<file path="config.mk">
export PLATFORM = sky130hd
export DESIGN_NAME = i2c_master_write_sequencer_unit_flat
export DESIGN_NICKNAME = d
export VERILOG_FILES = /design/src/hw/rtl/i2cmw_pkg.sv /design/src/hw/rtl/i2cmw_ifs.sv /design/src/hw/rtl/i2c_master_write_sequencer_unit.sv /design/src/hw/rtl/i2cmw_cfg_regs.sv /design/src/hw/rtl/i2cmw_core.sv /design/src/flat_wrapper.sv
export SDC_FILE = /design/constraint.sdc
export NUM_CORES = 1
export LEC_CHECK = 0
export BUFFER_PORTS_ARGS = -buffer_cell sky130_fd_sc_hd__buf_2
export CAP_MARGIN = 15
export CORE_MARGIN = 2
export CORE_UTILIZATION = 35
export DETAILED_ROUTE_END_ITERATION = 8
export PLACE_DENSITY = 0.51
export SLEW_MARGIN = 10
export SYNTH_ARGS = -nofsm -noshare
export SYNTH_HDL_FRONTEND = slang
export SYNTH_SLANG_ARGS = --single-unit
</file>
<file path="constraint.sdc">
create_clock -name clk -period 8.1 [get_ports clk]
set_clock_uncertainty 0.15 [all_clocks]
set_input_delay 0.81 -clock clk [delete_from_list [all_inputs] [get_ports clk]]
set_output_delay 0.81 -clock clk [all_outputs]
set_load 0.005 [all_outputs]
</file>
<file path="src/hw/rtl/i2cmw_pkg.sv">
`default_nettype none

package i2cmw_pkg;

	localparam int unsigned BYTE_W = 8;
	localparam int unsigned TICK_W = 8;
	localparam int unsigned BIT_CNT_W = 4;
	localparam int unsigned CFG_ADDR_W = 2;

	localparam logic [BIT_CNT_W-1:0] BITS_PER_BYTE = BIT_CNT_W'(8);

	localparam logic [TICK_W-1:0] SETUP_TICKS_RST = TICK_W'(2);
	localparam logic [TICK_W-1:0] HIGH_TICKS_RST = TICK_W'(3);
	localparam logic [TICK_W-1:0] HOLD_TICKS_RST = TICK_W'(5);

	typedef enum logic [CFG_ADDR_W-1:0] {
		CFG_SETUP_TICKS = 2'd0,
		CFG_HIGH_TICKS  = 2'd1,
		CFG_HOLD_TICKS  = 2'd2
	} cfg_addr_t;

	typedef enum logic [3:0] {
		PH_IDLE       = 4'd0,
		PH_START_A    = 4'd1,
		PH_START_B    = 4'd2,
		PH_BIT_SETUP  = 4'd3,
		PH_BIT_HIGH   = 4'd4,
		PH_ACK_SETUP  = 4'd5,
		PH_ACK_HIGH   = 4'd6,
		PH_WAIT       = 4'd7,
		PH_STOP_SETUP = 4'd8,
		PH_STOP_A     = 4'd9,
		PH_STOP_B     = 4'd10
	} phase_t;

	typedef struct packed {
		logic              cmd_valid;
		logic [BYTE_W-1:0] cmd_byte;
		logic              cmd_stop;
		logic              sda_in;
	} cmd_t;

	typedef struct packed {
		logic scl_out;
		logic sda_out;
		logic ready_res;
		logic byte_done;
		logic byte_acked;
		logic trans_done;
		logic trans_ok;
	} res_t;

	typedef struct packed {
		logic [TICK_W-1:0] setup_ticks;
		logic [TICK_W-1:0] high_ticks;
		logic [TICK_W-1:0] hold_ticks;
	} timing_t;

endpackage

`default_nettype wire

</file>
<file path="src/hw/rtl/i2cmw_ifs.sv">
`default_nettype none

interface i2cmw_cmd_if;
	logic            valid;
	logic            ready;
	i2cmw_pkg::cmd_t data;

	modport source (output valid, output data, input ready);
	modport sink (input valid, input data, output ready);
endinterface

interface i2cmw_res_if;
	logic            valid;
	logic            ready;
	i2cmw_pkg::res_t data;

	modport source (output valid, output data, input ready);
	modport sink (input valid, input data, output ready);
endinterface

interface i2cmw_cfg_if;
	logic                                 valid;
	logic                                 ready;
	logic [i2cmw_pkg::CFG_ADDR_W-1:0]     addr;
	logic [i2cmw_pkg::TICK_W-1:0]         wdata;

	modport source (output valid, output addr, output wdata, input ready);
	modport sink (input valid, input addr, input wdata, output ready);
endinterface

`default_nettype wire

</file>
<file path="src/hw/rtl/i2c_master_write_sequencer_unit.sv">
`default_nettype none

// Write-only I2C master stepped by one bus tick per cmd item: each accepted item is one
// timebase tick carrying the offered byte, its last-byte flag and the sampled SDA level, and
// it yields exactly one res item with the SCL/SDA drive levels and status pulses for that
// tick. One item is taken per clock while res is not stalled: it is registered in cmd_s1,
// then its result is loaded into the output register res_q, where it can be accepted. A
// stalled res channel holds results and back-pressures cmd. The user must write the timing
// registers (setup, high, hold tick counts, index 0 to 2) on cfg only while no items are in
// flight; the block itself does not enforce it.
module i2c_master_write_sequencer_unit (
	input  wire         clk,
	input  wire         arst_n,
	i2cmw_cmd_if.sink   cmd,
	i2cmw_res_if.source res,
	i2cmw_cfg_if.sink   cfg
);
	import i2cmw_pkg::*;

	cmd_t    cmd_s1;
	logic    vld_s1;
	res_t    res_q;
	logic    vld_q;
	res_t    step_res;
	timing_t timing;
	logic    adv;

	assign adv       = vld_s1 && (!vld_q || res.ready);
	assign cmd.ready = !vld_s1 || adv;
	assign res.valid = vld_q;
	assign res.data  = res_q;

	i2cmw_cfg_regs u_cfg_regs (
		.clk    (clk),
		.arst_n (arst_n),
		.cfg    (cfg),
		.timing (timing)
	);

	i2cmw_core u_core (
		.clk    (clk),
		.arst_n (arst_n),
		.step   (adv),
		.item   (cmd_s1),
		.timing (timing),
		.res    (step_res)
	);

	always_ff @(posedge clk or negedge arst_n) begin
		if (!arst_n) begin
			vld_s1 <= 1'b0;
			vld_q  <= 1'b0;
		end else begin
			if (cmd.ready) begin
				vld_s1 <= cmd.valid;
			end
			if (adv) begin
				vld_q <= 1'b1;
			end else if (res.ready) begin
				vld_q <= 1'b0;
			end
		end
	end

	always_ff @(posedge clk) begin
		if (cmd.valid && cmd.ready) begin
			cmd_s1 <= cmd.data;
		end
		if (adv) begin
			res_q <= step_res;
		end
	end

endmodule

`default_nettype wire

</file>
<file path="src/hw/rtl/i2cmw_cfg_regs.sv">
`default_nettype none

module i2cmw_cfg_regs (
	input  wire                 clk,
	input  wire                 arst_n,
	i2cmw_cfg_if.sink           cfg,
	output i2cmw_pkg::timing_t  timing
);
	import i2cmw_pkg::*;

	timing_t timing_q;

	assign cfg.ready = 1'b1;
	assign timing = timing_q;

	always_ff @(posedge clk or negedge arst_n) begin
		if (!arst_n) begin
			timing_q.setup_ticks <= SETUP_TICKS_RST;
			timing_q.high_ticks  <= HIGH_TICKS_RST;
			timing_q.hold_ticks  <= HOLD_TICKS_RST;
		end else if (cfg.valid && cfg.ready) begin
			unique case (cfg_addr_t'(cfg.addr))
				CFG_SETUP_TICKS: timing_q.setup_ticks <= cfg.wdata;
				CFG_HIGH_TICKS:  timing_q.high_ticks  <= cfg.wdata;
				CFG_HOLD_TICKS:  timing_q.hold_ticks  <= cfg.wdata;
				default: ;
			endcase
		end
	end

endmodule

`default_nettype wire

</file>
<file path="src/hw/rtl/i2cmw_core.sv">
`default_nettype none

module i2cmw_core (
	input  wire                 clk,
	input  wire                 arst_n,
	input  wire                 step,
	input  wire i2cmw_pkg::cmd_t    item,
	input  wire i2cmw_pkg::timing_t timing,
	output i2cmw_pkg::res_t     res
);
	import i2cmw_pkg::*;

	phase_t                phase_q, phase_d;
	logic [TICK_W-1:0]     tick_q, tick_d, tick_inc;
	logic [BIT_CNT_W-1:0]  bit_q, bit_d, bit_inc;
	logic [BYTE_W-1:0]     sr_q, sr_d, sr_ack;
	logic                  stop_q, stop_d;
	logic                  fail_q, fail_d;
	logic                  disc_q, disc_d;
	logic                  hit_setup, hit_high, hit_hold;

	function automatic logic lim_hit(logic [TICK_W-1:0] cnt, logic [TICK_W-1:0] lim);
		return ({1'b0, cnt} + (TICK_W+1)'(1)) >= {1'b0, lim};
	endfunction

	assign tick_inc  = tick_q + TICK_W'(1);
	assign bit_inc   = bit_q + BIT_CNT_W'(1);
	assign hit_setup = lim_hit(tick_q, timing.setup_ticks);
	assign hit_high  = lim_hit(tick_q, timing.high_ticks);
	assign hit_hold  = lim_hit(tick_q, timing.hold_ticks);
	assign sr_ack    = (tick_q == '0) ? {sr_q[BYTE_W-1:1], item.sda_in} : sr_q;

	always_ff @(posedge clk or negedge arst_n) begin
		if (!arst_n) begin
			phase_q <= PH_IDLE;
			tick_q  <= '0;
			bit_q   <= '0;
			sr_q    <= '0;
			stop_q  <= 1'b0;
			fail_q  <= 1'b0;
			disc_q  <= 1'b0;
		end else if (step) begin
			phase_q <= phase_d;
			tick_q  <= tick_d;
			bit_q   <= bit_d;
			sr_q    <= sr_d;
			stop_q  <= stop_d;
			fail_q  <= fail_d;
			disc_q  <= disc_d;
		end
	end

	always_comb begin
		phase_d = phase_q;
		tick_d  = tick_q;
		bit_d   = bit_q;
		sr_d    = sr_q;
		stop_d  = stop_q;
		fail_d  = fail_q;
		disc_d  = disc_q;
		res         = '0;
		res.scl_out = 1'b1;
		res.sda_out = 1'b1;
		unique case (phase_q)
			PH_IDLE: begin
				res.ready_res = 1'b1;
				if (item.cmd_valid) begin
					if (disc_q) begin
						if (item.cmd_stop) begin
							disc_d = 1'b0;
						end
					end else begin
						sr_d    = item.cmd_byte;
						stop_d  = item.cmd_stop;
						fail_d  = 1'b0;
						tick_d  = '0;
						phase_d = PH_START_A;
					end
				end
			end
			PH_START_A: begin
				tick_d = hit_hold ? '0 : tick_inc;
				if (hit_hold) begin
					phase_d = PH_START_B;
				end
			end
			PH_START_B: begin
				res.sda_out = 1'b0;
				tick_d = hit_hold ? '0 : tick_inc;
				if (hit_hold) begin
					bit_d   = '0;
					phase_d = PH_BIT_SETUP;
				end
			end
			PH_BIT_SETUP: begin
				res.scl_out = 1'b0;
				res.sda_out = sr_q[BYTE_W-1];
				tick_d = hit_setup ? '0 : tick_inc;
				if (hit_setup) begin
					phase_d = PH_BIT_HIGH;
				end
			end
			PH_BIT_HIGH: begin
				res.sda_out = sr_q[BYTE_W-1];
				tick_d = hit_high ? '0 : tick_inc;
				if (hit_high) begin
					sr_d    = {sr_q[BYTE_W-2:0], 1'b0};
					bit_d   = bit_inc;
					phase_d = (bit_inc >= BITS_PER_BYTE) ? PH_ACK_SETUP : PH_BIT_SETUP;
				end
			end
			PH_ACK_SETUP: begin
				res.scl_out = 1'b0;
				tick_d = hit_setup ? '0 : tick_inc;
				if (hit_setup) begin
					phase_d = PH_ACK_HIGH;
				end
			end
			PH_ACK_HIGH: begin
				sr_d   = sr_ack;
				tick_d = hit_high ? '0 : tick_inc;
				if (hit_high) begin
					res.byte_done  = 1'b1;
					res.byte_acked = !sr_ack[0];
					sr_d = '0;
					if (sr_ack[0]) begin
						fail_d  = 1'b1;
						disc_d  = !stop_q;
						phase_d = PH_STOP_SETUP;
					end else begin
						phase_d = stop_q ? PH_STOP_SETUP : PH_WAIT;
					end
				end
			end
			PH_WAIT: begin
				res.scl_out   = 1'b0;
				res.ready_res = 1'b1;
				if (item.cmd_valid) begin
					sr_d    = item.cmd_byte;
					stop_d  = item.cmd_stop;
					bit_d   = '0;
					tick_d  = '0;
					phase_d = PH_BIT_SETUP;
				end
			end
			PH_STOP_SETUP: begin
				res.scl_out = 1'b0;
				res.sda_out = 1'b0;
				tick_d = hit_setup ? '0 : tick_inc;
				if (hit_setup) begin
					phase_d = PH_STOP_A;
				end
			end
			PH_STOP_A: begin
				res.sda_out = 1'b0;
				tick_d = hit_hold ? '0 : tick_inc;
				if (hit_hold) begin
					phase_d = PH_STOP_B;
				end
			end
			PH_STOP_B: begin
				tick_d = hit_hold ? '0 : tick_inc;
				if (hit_hold) begin
					res.trans_done = 1'b1;
					res.trans_ok   = !fail_q;
					phase_d        = PH_IDLE;
				end
			end
			default: begin
				tick_d  = '0;
				phase_d = PH_IDLE;
			end
		endcase
	end

endmodule

`default_nettype wire

</file>
<file path="src/flat_wrapper.sv">
// flat-port wrapper written by rule: the top's interface ports become plain ports
module i2c_master_write_sequencer_unit_flat import i2cmw_pkg::*;
  (clk, arst_n, cmd_valid, cmd_data, cmd_ready, res_valid, res_data, res_ready, cfg_valid, cfg_addr, cfg_wdata, cfg_ready);
  i2cmw_cmd_if cmd_i ();
  i2cmw_res_if res_i ();
  i2cmw_cfg_if cfg_i ();
  input  wire clk;
  input  wire arst_n;
  input wire logic [$bits(cmd_i.valid)-1:0] cmd_valid;
  input wire logic [$bits(cmd_i.data)-1:0] cmd_data;
  output wire logic [$bits(cmd_i.ready)-1:0] cmd_ready;
  output wire logic [$bits(res_i.valid)-1:0] res_valid;
  output wire logic [$bits(res_i.data)-1:0] res_data;
  input wire logic [$bits(res_i.ready)-1:0] res_ready;
  input wire logic [$bits(cfg_i.valid)-1:0] cfg_valid;
  input wire logic [$bits(cfg_i.addr)-1:0] cfg_addr;
  input wire logic [$bits(cfg_i.wdata)-1:0] cfg_wdata;
  output wire logic [$bits(cfg_i.ready)-1:0] cfg_ready;
  assign cmd_i.valid = cmd_valid;
  assign cmd_i.data = cmd_data;
  assign cmd_ready = cmd_i.ready;
  assign res_valid = res_i.valid;
  assign res_data = res_i.data;
  assign res_i.ready = res_ready;
  assign cfg_i.valid = cfg_valid;
  assign cfg_i.addr = cfg_addr;
  assign cfg_i.wdata = cfg_wdata;
  assign cfg_ready = cfg_i.ready;
  i2c_master_write_sequencer_unit u_core (.clk(clk), .arst_n(arst_n), .cmd(cmd_i), .res(res_i), .cfg(cfg_i));
endmodule
</file>
==> flow_metrics.py <==
metrics = {
    "status": {
        "outcome": "completed",
    },
    "setup_path": {
        "crit_fanout": 10,
        "r2r_end": "u_core.u_core.phase_q[1]",
        "worstRegToRegCells": 12,
        "crit_type": "flop to flop",
        "cp_data_required_time_ns": 8.19,
        "reg2reg_from": "u_core.u_core.tick_q[0]",
        "crit_arrival_ns": 3.80,
        "cp-end-kind": "flop",
        "start_kind": "flop",
        "r2r_slack_ns": 4.39,
    },
    "detailed_routing": {
        "post-route-drc-count": 0,
        "viasPerCell": 5.127,
        "first_iter_violations": 112,
        "num_vias": 2779,
        "ant_nets": 0,
        "wl_per_cell_um": 14.90,
        "totalWireLength_mm": 8.076,
        "dr.pass1.iters": 4,
    },
    "cts": {
        "clock_sinks": 71,
        "path_clk_slew_ns": 0.08,
        "root_buffer": "clkbuf_8",
        "cts.hold.buffers_added": 0,
        "cts_resized": 0,
        "cts_tree": "done",
        "post_cts_buffers": 0,
        "insertion_delay_ns": 0.34,
        "cts.htree.levels": 3,
        "cts_buffer_depth": 2,
        "numCtsBuffers": 9,
    },
    "floorplan": {
        "rows": 38,
        "initial_core_util": 0.3586,
        "die_area_um2": 11970,
        "die_h_um": 109.4,
        "core_um2": 10840,
        "dieWidth_um": 109.4,
        "ioPinCount": 36,
    },
    "synth": {
        "syn_area_um2": 3887,
        "ys_ff_latch": 71,
        "synthCells": 362,
        "synth.distinct_cells": 63,
        "avgSynthCellArea_um2": 10.74,
        "yosys_warnings": 0,
        "synthFlopType": "dfrtp_1",
        "ys_seq_area_frac": 0.4818,
        "synth_nets": 415,
        "async_flop_share": 0.7465,
        "synth_enable_flop_cells": 18,
    },
    "layout": {
        "final_common_cell": "dfrtp_1",
        "num_antenna_cells": 0,
        "layout.nets": 450,
        "syn_to_final_growth_pct": 12.39,
        "final_cell_mix": "dfrtp_1, nand2_1, buf_2, inv_1, o21ai_0",
        "fin_cells": 542,
        "drive_gt1_frac": 0.2239,
    },
    "timing": {
        "slew_violations": 0,
        "fin_crit_sh": 0.4578,
        "fin_setup_tns_ns": 0,
        "hold_viol": 0,
        "worst_slack_ns": 4.392,
        "setup_viol": 0,
        "slew_headroom": 0.4425,
        "max_freq_ghz": 0.2697,
        "tightest_slew_ns": 0.8152,
        "rsz0062_at_grt": "false",
        "final.min_clock_period_ns": 3.708,
    },
    "power_and_ir_drop": {
        "pwr_density_cell_nw_per_um2": 279.4,
        "power.leakage_uw": 0.001976,
        "peakVddDrop_uv": 92.15,
    },
    "global_route": {
        "grt-ovfl-total": 0,
        "grt_pass1_vias": 2768,
        "grt_max_degree": 54,
        "grt_pass1_wl_mm": 13.63,
        "track_usage": 0.1484,
        "antenna_found_initial": 0,
    },
    "placed_design": {
        "gp_congestion": 0.8054,
        "port_buffers": 34,
        "dp_slack_ns": 4.387,
        "dp_hpwl_mm": 5.857,
        "dp.cells": 526,
    },
    "min_path": {
        "min_path_cells": 2,
        "hp-start": "u_core.u_core.sr_q[6]",
        "hold_end": "u_core.u_core.sr_q[6]",
        "hp-class": "flop to flop",
    },
    "run": {
        "maxCapViolCount": 0,
    },
}
[worst max-delay path, stage by stage (launching register included)]
cell	delay, ns
dfrtp_1	0.49
ha_1	0.28
and4_1	0.23
nand2_1	0.07
or2_2	0.29
nand2_1	0.12
ha_1	0.26
a211oi_2	0.24
a211oi_1	0.15
a211oi_4	0.54
nand3_4	0.14
nand4b_1	0.28
mux2_2	0.37
[stage by stage]
stage | util | area (um2) | power, uW | hold slack (ns)
after floorplan | - | 3887 | 838.8 | 0.2943
after global placement | 0.3849 | 4173 | 930.2 | 0.3146
after detailed placement | 0.3849 | 4173 | 939.5 | 0.3250
after CTS | 0.4030 | 4369 | 1231 | 0.3426
after global routing | 0.4030 | 4369 | 1318 | 0.3626
final | 0.4030 | 4369 | 1221 | 0.3373
[Yosys cell counts, types with 2 or more instances]
| cell | n | area, um2 |
|---|---|---|
| edfxtp_1 | 18 | 540.5 |
| clkbuf_1 | 4 | 15.01 |
| buf_6 | 2 | 22.52 |
| a22o_1 | 6 | 52.55 |
| nand4_1 | 3 | 18.77 |
| inv_1 | 33 | 123.9 |
| nand2b_1 | 8 | 50.05 |
| o211ai_1 | 3 | 22.52 |
| xnor2_1 | 3 | 26.28 |
| buf_4 | 3 | 22.52 |
| buf_2 | 3 | 15.01 |
| a211oi_1 | 2 | 15.01 |
| ha_1 | 27 | 337.8 |
| dfrtp_1 | 48 | 1201 |
| o31ai_1 | 3 | 22.52 |
| and3_1 | 2 | 12.51 |
| nor3b_1 | 2 | 15.01 |
| nand3_1 | 11 | 55.05 |
| a211o_1 | 2 | 17.52 |
| a31oi_1 | 4 | 25.02 |
| a22oi_1 | 9 | 67.56 |
| xor2_1 | 3 | 26.28 |
| dfstp_2 | 5 | 131.4 |
| nor3_1 | 5 | 25.02 |
| and2_1 | 2 | 12.51 |
| nand2_1 | 36 | 135.1 |
| a21o_1 | 6 | 45.04 |
| nand3b_1 | 3 | 22.52 |
| mux2_2 | 21 | 236.5 |
| o21ai_0 | 28 | 140.1 |
| nor2_1 | 10 | 37.54 |
| a21oi_1 | 14 | 70.07 |
| o22ai_1 | 3 | 18.77 |
[kinds of logic after synthesis]
group / after synthesis / synth area share
compound gates: 95 / 0.1667
simple gates: 94 / 0.1313
flops: 71 / 0.4818
buf+inv: 45 / 0.05117
xor+xnor: 7 / 0.01771
other cells: 1 / 0.0009646
mux: 22 / 0.06341
fa+ha+maj: 27 / 0.08690
[final cells by class]
class                           count  area, um2
Clock inverter                      7      72.57
Inverter                           33      123.9
Fill cell                        1094       6471
Clock buffer                        9      123.9
Sequential cell                    71       1873
Timing Repair Buffer               36      185.2
Multi-Input combinational cell    246       1815
Tap cell                          140      175.2
[per-layer routing]
metal  up-vias  part of all wire  global-route usage
met5         -                 0                   0
met4         0             0.015             0.06962
met3        11             0.038             0.02371
met2        62              0.46              0.2266
met1      1322              0.49              0.2061
li1       1384                 -                   -
[report_power, final]
group / switching, uW / leakage, uW / internal [uW]
Combinational: 230 / 0.00105 / 171
Clock: 142 / 0.0000972 / 143
Sequential: 89.6 / 0.000831 / 445
Total: 462 / 0.00198 / 759
[worst max-delay path by stage]
stage | start | end | slack [ns] | cells after the start
after floorplan | u_core.u_core.tick_q[0] | u_core.u_core.phase_q[1] | 4.79 | 12
after global placement | u_core.u_core.tick_q[0] | u_core.u_core.phase_q[1] | 4.50 | 12
after detailed placement | u_core.u_core.tick_q[0] | u_core.u_core.phase_q[1] | 4.39 | 12
after CTS | u_core.u_core.tick_q[0] | u_core.u_core.phase_q[1] | 4.38 | 12
after global routing | u_core.u_core.tick_q[0] | u_core.u_core.phase_q[1] | 4.15 | 12
final | u_core.u_core.tick_q[0] | u_core.u_core.phase_q[1] | 4.39 | 12
[flip-flops by register name, summed over array words and instances, names as in the netlist]
| name | cells |
|---|---|
| u_core.cmd_s1 | 11 |
| u_core.u_core.bit_q | 4 |
| u_core.u_core.fail_q | 1 |
| u_core.u_core.sr_q | 8 |
| u_core.vld_s1 | 1 |
| u_core.u_core.disc_q | 1 |
| u_core.res.valid | 1 |
| u_core.res.data | 7 |
| u_core.u_core.phase_q | 4 |
| u_core.u_core.stop_q | 1 |
| u_core.u_core.tick_q | 8 |
| u_core.u_cfg_regs.timing | 24 |
Note: power is estimated with default switching activity, not from simulation.
